==> src/rtl/u8d_pkg.sv <==
// Shared types and constants for the UTF-8 stream decoder.
`default_nettype none

package u8d_pkg;

  // Byte classes and masks used by the decoder.
  localparam logic [7:0]  ASCII_MAX   = 8'h7F;
  localparam logic [7:0]  LEAD2_MIN   = 8'hC0;
  localparam logic [7:0]  LEAD3_MIN   = 8'hE0;
  localparam logic [7:0]  LEAD4_MIN   = 8'hF0;
  localparam logic [7:0]  CONT_MASK   = 8'h3F;
  localparam logic [7:0]  LEAD2_MASK  = 8'h1F;
  localparam logic [7:0]  LEAD3_MASK  = 8'h0F;
  localparam logic [7:0]  LEAD4_MASK  = 8'h07;
  localparam logic [20:0] QMARK       = 21'd63;

  // Sequence lengths; zero means no sequence is pending.
  localparam logic [2:0]  LEN_IDLE    = 3'd0;
  localparam logic [2:0]  LEN_TWO     = 3'd2;
  localparam logic [2:0]  LEN_THREE   = 3'd3;
  localparam logic [2:0]  LEN_FOUR    = 3'd4;

  // One decoded result beat.
  typedef struct packed {
    logic [20:0] code_point;
    logic        bad_char;
    logic        last;
  } res_t;

endpackage

`default_nettype wire

==> src/rtl/utf8_stream_decoder_core.sv <==
// Top level of the UTF-8 stream decoder: byte beats in, code point beats out.
//
//   Channel | Direction | Handshake           | Payload
//   input   | in        | in_valid / in_stall | in_byte, in_last
//   output  | out       | out_valid/out_stall | code_point, bad_char, out_last
//
// One byte is accepted per cycle while in_stall is low; the byte that completes a
// result is decoded combinationally and the result is registered in the output register.
// A two-entry output buffer keeps input flowing while a result is stalled;
// in_stall rises only when both entries hold results.
// Reset is synchronous and clears the pending sequence and the buffer.
`default_nettype none

module utf8_stream_decoder_core
  import u8d_pkg::*;
(
  input  wire logic        clk,
  input  wire logic        rst,
  input  wire logic        in_valid,
  output logic             in_stall,
  input  wire logic [7:0]  in_byte,
  input  wire logic        in_last,
  output logic             out_valid,
  input  wire logic        out_stall,
  output logic [20:0]      code_point,
  output logic             bad_char,
  output logic             out_last
);

  logic accept;
  logic res_valid;
  res_t res;
  res_t out_data;

  assign accept = in_valid && !in_stall;

  // Decode the accepted byte against the pending sequence.
  u8d_decode u_decode (
    .clk       (clk),
    .rst       (rst),
    .accept    (accept),
    .in_byte   (in_byte),
    .in_last   (in_last),
    .res_valid (res_valid),
    .res       (res)
  );

  // Buffer results toward the output channel.
  u8d_skid u_skid (
    .clk       (clk),
    .rst       (rst),
    .push      (accept && res_valid),
    .push_data (res),
    .full      (in_stall),
    .out_valid (out_valid),
    .out_stall (out_stall),
    .out_data  (out_data)
  );

  assign code_point = out_data.code_point;
  assign bad_char   = out_data.bad_char;
  assign out_last   = out_data.last;

endmodule

`default_nettype wire

==> src/rtl/u8d_decode.sv <==
// Sequence state and combinational byte decode for the UTF-8 stream decoder.
`default_nettype none

module u8d_decode
  import u8d_pkg::*;
(
  input  wire logic       clk,
  input  wire logic       rst,
  input  wire logic       accept,
  input  wire logic [7:0] in_byte,
  input  wire logic       in_last,
  output logic            res_valid,
  output res_t            res
);

  logic [7:0]  lead_byte;
  logic [17:0] payload_bits;
  logic [2:0]  expected_length;
  logic [2:0]  received_count;

  logic [7:0]  lead_byte_next;
  logic [17:0] payload_bits_next;
  logic [2:0]  expected_length_next;
  logic [2:0]  received_count_next;

  logic [17:0] pay_shift;
  logic [2:0]  cnt_inc;
  logic [2:0]  len_eff;
  logic [2:0]  missing;
  logic [20:0] lead_part;
  logic [20:0] pay_wide;
  logic [20:0] pay_part;

  // Continuation path: gather six bits and find how far to shift them.
  always_comb begin
    pay_shift = {payload_bits[11:0], in_byte[5:0]};
    cnt_inc   = received_count + 3'd1;
    case (expected_length)
      LEN_THREE: len_eff = LEN_THREE;
      LEN_FOUR:  len_eff = LEN_FOUR;
      default:   len_eff = LEN_TWO;
    endcase
    missing = (len_eff > cnt_inc) ? (len_eff - cnt_inc) : 3'd0;
    case (len_eff)
      LEN_FOUR:  lead_part = {lead_byte[2:0], 18'd0};
      LEN_THREE: lead_part = {5'd0, lead_byte[3:0], 12'd0};
      default:   lead_part = {10'd0, lead_byte[4:0], 6'd0};
    endcase
    pay_wide = {3'd0, pay_shift};
    case (missing)
      3'd1:    pay_part = {pay_wide[14:0], 6'd0};
      3'd2:    pay_part = {pay_wide[8:0], 12'd0};
      default: pay_part = pay_wide;
    endcase
  end

  // Next state and result for the byte on the input.
  always_comb begin
    lead_byte_next       = lead_byte;
    payload_bits_next    = payload_bits;
    expected_length_next = expected_length;
    received_count_next  = received_count;
    res_valid            = 1'b0;
    res.code_point       = {13'd0, in_byte};
    res.bad_char         = 1'b0;
    res.last             = in_last;
    if (expected_length == LEN_IDLE) begin
      if (in_byte inside {[8'h00:ASCII_MAX]}) begin
        res_valid = 1'b1;
      end else if ((in_byte < LEAD2_MIN) || in_last) begin
        // Stray continuation byte, or a lead with nothing after it.
        res_valid      = 1'b1;
        res.code_point = QMARK;
        res.bad_char   = 1'b1;
      end else begin
        lead_byte_next      = in_byte;
        payload_bits_next   = 18'd0;
        received_count_next = 3'd1;
        if (in_byte >= LEAD4_MIN) begin
          expected_length_next = LEN_FOUR;
        end else if (in_byte >= LEAD3_MIN) begin
          expected_length_next = LEN_THREE;
        end else begin
          expected_length_next = LEN_TWO;
        end
      end
    end else begin
      payload_bits_next   = pay_shift;
      received_count_next = cnt_inc;
      if ((cnt_inc >= expected_length) || in_last) begin
        // Sequence complete, or the string ended early; missing bytes count as zero.
        res_valid            = 1'b1;
        res.code_point       = lead_part | pay_part;
        lead_byte_next       = 8'd0;
        payload_bits_next    = 18'd0;
        expected_length_next = LEN_IDLE;
        received_count_next  = 3'd0;
      end
    end
  end

  // State registers advance only on an accepted beat.
  always_ff @(posedge clk) begin
    if (rst) begin
      lead_byte       <= 8'd0;
      payload_bits    <= 18'd0;
      expected_length <= LEN_IDLE;
      received_count  <= 3'd0;
    end else if (accept) begin
      lead_byte       <= lead_byte_next;
      payload_bits    <= payload_bits_next;
      expected_length <= expected_length_next;
      received_count  <= received_count_next;
    end
  end

endmodule

`default_nettype wire

==> src/rtl/u8d_skid.sv <==
// Output register with a skid stage for decoded result beats.
`default_nettype none

module u8d_skid
  import u8d_pkg::*;
(
  input  wire logic clk,
  input  wire logic rst,
  input  wire logic push,
  input  res_t      push_data,
  output logic      full,
  output logic      out_valid,
  input  wire logic out_stall,
  output res_t      out_data
);

  logic main_valid;
  logic skid_valid;
  res_t main_data;
  res_t skid_data;
  logic pop;

  assign pop       = main_valid && !out_stall;
  assign full      = skid_valid;
  assign out_valid = main_valid;
  assign out_data  = main_data;

  // Valid flags.
  always_ff @(posedge clk) begin
    if (rst) begin
      main_valid <= 1'b0;
      skid_valid <= 1'b0;
    end else if (skid_valid) begin
      if (pop) begin
        skid_valid <= 1'b0;
      end
    end else if (push) begin
      if (main_valid && !pop) begin
        skid_valid <= 1'b1;
      end else begin
        main_valid <= 1'b1;
      end
    end else if (pop) begin
      main_valid <= 1'b0;
    end
  end

  // Payload registers; the main register holds while the beat is stalled.
  always_ff @(posedge clk) begin
    if (skid_valid) begin
      if (pop) begin
        main_data <= skid_data;
      end
    end else if (push) begin
      if (main_valid && !pop) begin
        skid_data <= push_data;
      end else begin
        main_data <= push_data;
      end
    end
  end

endmodule

`default_nettype wire

==> config.mk <==
export PLATFORM = sky130hd
export DESIGN_NAME = utf8_stream_decoder_core
export DESIGN_NICKNAME = d
export VERILOG_FILES = /design/src/rtl/u8d_pkg.sv /design/src/rtl/utf8_stream_decoder_core.sv /design/src/rtl/u8d_decode.sv /design/src/rtl/u8d_skid.sv
export SDC_FILE = /design/constraint.sdc
export NUM_CORES = 1
export LEC_CHECK = 0
export BUFFER_PORTS_ARGS = -buffer_cell sky130_fd_sc_hd__buf_2
export CORE_MARGIN = 2
export CORE_UTILIZATION = 45
export DETAILED_ROUTE_END_ITERATION = 10
export GPL_ROUTABILITY_DRIVEN = 0
export PLACE_DENSITY = 0.66
export SYNTH_ARGS = -nofsm -noshare
export SYNTH_HDL_FRONTEND = slang
export SYNTH_SLANG_ARGS = --single-unit
==> constraint.sdc <==
create_clock -name clk -period 3.85 [get_ports clk]
set_clock_uncertainty 0.1 [all_clocks]
set_input_delay 0.77 -clock clk [delete_from_list [all_inputs] [get_ports clk]]
set_output_delay 0.77 -clock clk [all_outputs]
set_load 0.01 [all_outputs]
==> flow_metrics.py <==
metrics = {
    "power_and_ir_drop": {
        "p_leak_nw": 1.49,
        "power.density_nw_per_um2": 446,
        "peakVddDrop_mv": 0.213,
    },
    "hold_path": {
        "holdPathStages": 1,
        "min_path_type": "flop to flop",
    },
    "clock_tree": {
        "root_buffer": "clkbuf_8",
        "htreeDepth": 3,
        "insertion_delay_ns": 0.36,
        "cts_buffer_depth": 2,
        "clkTransAtPathRegs_ns": 0.09,
        "cts_sinks": 71,
        "numCtsBuffers": 9,
        "cts_tree": "done",
        "post_cts_resized": 0,
    },
    "yosys": {
        "yosysTopAreaCell": "edfxtp_1",
        "synth-adder-area-share": 0.0312,
        "synth_top_family_by_area": "compound AO/OA/AOI/OAI gates",
        "synth_edf_count": 46,
        "synthSimpleGateAreaFrac": 0.148,
        "netlist.area_leader.share": 0.400,
        "synth_xor_area_frac": 0.00761,
        "synth_area_um2": 3450,
        "ys_warn_count": 0,
        "avgSynthCellArea_um2": 11.3,
        "syn_inst": 305,
        "synth_mux_area_frac": 0.0290,
        "synth_fp_nets": 326,
        "synthTopCellsByArea": "edfxtp_1 (40%), dfxtp_1 (14%), a22o_1 (3.8%)",
        "synth_compound_area_frac": 0.204,
        "ys.flop_type": "edfxtp_1",
        "async_flop_share": 0,
        "ys_ff_latch": 71,
        "ys_seq_area_frac": 0.545,
        "synth_cell_types": 50,
    },
    "die": {
        "core_area_um2": 7330,
        "pin_count": 38,
        "dieArea_um2": 8390,
        "std_cell_rows": 31,
        "die_w_um": 91.6,
        "die_y_um": 91.6,
        "initial_utilization": 0.471,
    },
    "sta": {
        "max_slew_margin": 0.515,
        "fin_crit_sh": 0.918,
        "setup-violations-final": 0,
        "layout_min_cycle_time_ns": 3.53,
        "setup_tns_ns": 0,
        "worst_slew_pin_slew_ns": 0.724,
        "hold_viol_final": 0,
        "rsz0062_at_grt": "false",
        "drv_slew": 0,
        "fmaxAchievable_mhz": 283,
    },
    "critical_path": {
        "worstPathArrival_ns": 3.53,
        "worst_r2r_path_depth": 9,
        "worst_ep_required_time_ns": 3.85,
        "cp.depth": 9,
        "startpoint_type": "flop",
        "crit_chain": "and3b_1 -> inv_1 -> ha_1 -> fa_1 -> nor2b_1 -> o211ai_1 -> nand2b_1 -> a222oi_1 -> o21ai_1",
        "cp_top_family": "simple AND/OR/NAND/NOR gates",
        "crit_fanout": 12,
        "r2r_slack_ns": 0.32,
        "slowest_stage": "a222oi_1",
        "crit_buf_inv": 1,
        "cpPeakStageDelay_ns": 0.57,
        "critical_path_class": "flop to flop",
        "cp-end-kind": "flop",
    },
    "routing": {
        "drc_errors": 0,
        "drt-vias-per-instance": 5.70,
        "drt_wl_total_um": 7840,
        "firstDrtPassIters": 7,
        "wl_per_cell_um": 17.5,
        "ant_nets": 0,
        "dr_total_vias": 2555,
        "drt_iter0_markers": 239,
    },
    "finish": {
        "num_antenna_cells": 0,
        "nNetsFinal": 365,
        "synthToLayoutAreaGrowth_pct": 15.8,
        "final_core_util": 0.545,
        "layout-drive-gt1-share": 0.252,
    },
    "job": {
        "drv_cap": 0,
    },
    "grt": {
        "antenna_found_initial": 0,
        "grt_pass1_vias": 2417,
        "track_usage": 0.197,
        "grt_pass1_wl_um": 12600,
        "overflow": 0,
        "grt_max_degree": 35,
    },
    "placed_design": {
        "dp_hpwl_um": 5390,
        "numPortBuffers": 37,
    },
    "outcome": {
        "status": "finished clean",
    },
}
==> cell usage in the layout (no fill, tap or decap), types with 3 or more instances in the layout <==
| master | count |
|---|---|
| a221oi_2 | 4 |
| mux2_2 | 8 |
| nor3_2 | 4 |
| nor2_1 | 31 |
| nand2_1 | 26 |
| bufinv_16 | 3 |
| a211oi_1 | 3 |
| a22oi_1 | 16 |
| buf_4 | 7 |
| nand2b_1 | 5 |
| edfxtp_1 | 46 |
| dfxtp_1 | 25 |
| o21ai_1 | 14 |
| nor2b_1 | 7 |
| ha_1 | 7 |
| o21ai_0 | 3 |
| buf_2 | 37 |
| clkbuf_8 | 9 |
| a22o_1 | 15 |
| a222oi_1 | 7 |
| inv_1 | 13 |
| xor2_1 | 3 |
| and2_1 | 4 |
| o31ai_1 | 4 |
| o21bai_2 | 3 |
| a21oi_1 | 10 |
==> through the flow <==
| stage | total power, W | cells | hold slack [ns] | worst slack, ns | area (um^2) |
|---|---|---|---|---|---|
| 2_1_floorplan | 0.000984 | 305 | 0.343 | 0.0783 | 3450 |
| 3_3_place_gp | 0.00104 | 431 | 0.380 | 0.408 | 3740 |
| 3_5_place_dp | 0.00104 | 431 | 0.388 | 0.304 | 3740 |
| 4_1_cts | 0.00179 | 447 | 0.408 | 0.274 | 3990 |
| 5_1_grt | 0.00184 | 448 | 0.435 | 0.0838 | 4000 |
| 6_report | 0.00178 | 448 | 0.405 | 0.317 | 4000 |
==> state kept, by name (all words and copies together), names as in the netlist <==
register                  flops
u_skid.out_valid              1
u_skid.out_data              23
u_decode.payload_bits        12
u_skid.full                   1
u_skid.skid_data             23
u_decode.received_count       3
u_decode.lead_byte            5
u_decode.expected_length      3
==> worst reg2reg max path, stage by stage (launching register included) <==
cell	delay (ns)
dfxtp_1	0.53
and3b_1	0.35
inv_1	0.08
ha_1	0.23
fa_1	0.53
nor2b_1	0.21
o211ai_1	0.16
nand2b_1	0.43
a222oi_1	0.58
o21ai_1	0.10
==> cell usage after synthesis (all sizes together) (5+ instances only) <==
| library cell | count |
|---|---|
| a21oi | 12 |
| a222oi | 7 |
| a22o | 15 |
| a22oi | 16 |
| and2 | 5 |
| buf | 7 |
| clkbuf | 9 |
| dfxtp | 25 |
| edfxtp | 46 |
| ha | 7 |
| inv | 13 |
| mux2 | 8 |
| nand2 | 26 |
| nand2b | 5 |
| nor2 | 33 |
| nor2b | 7 |
| o21ai | 17 |
==> layout make-up <==
| class | count | area [um^2] |
|---|---|---|
| multi-input cells | 205 | 1460 |
| flip-flops and latches | 71 | 1880 |
| clock buffers | 9 | 124 |
| fillers | 648 | 3330 |
| inverters | 13 | 48.8 |
| repair buffers | 44 | 238 |
| clock inverters | 7 | 128 |
| well taps | 99 | 124 |
==> path summary, 6_finish.rpt <==
check,from,end
setup / recovery,u_decode.expected_length[0],u_skid.out_data[12]
hold / removal,u_decode.lead_byte[4],u_decode.lead_byte[4]
setup reg to reg,u_decode.expected_length[0],u_skid.out_data[12]
hold reg to reg,u_decode.lead_byte[4],u_decode.lead_byte[4]
==> where the power goes <==
group	leakage, nW	internal (W)	switching [W]
logic	0.719	0.0000610	0.000115
registers	0.648	0.000841	0.00000850
clock network	0.126	0.000441	0.000317
total	1.49	0.00134	0.000440
==> logic make-up after synthesis <==
group,Yosys count
flip-flops,71
AO/OA/AOI/OAI,91
XOR/XNOR,3
buffers and inverters,29
multiplexers,9
adder cells (fa/ha/maj),8
AND/OR/NAND/NOR,94
==> what timing repair did <==
action,4_1_cts,5_1_grt
setup endpoints to repair,0,2
hold buffers,0,0
buffers inserted,0,1
endpoints found under the hold margin,0,0
==> per-layer routing <==
metal | wire, um | track usage
met1 | 3700 | 0.272
met2 | 3650 | 0.292
met3 | 314 | 0.0340
met4 | 171 | 0.107
met5 | 0 | 0
Power figures use the tool's default switching activity.
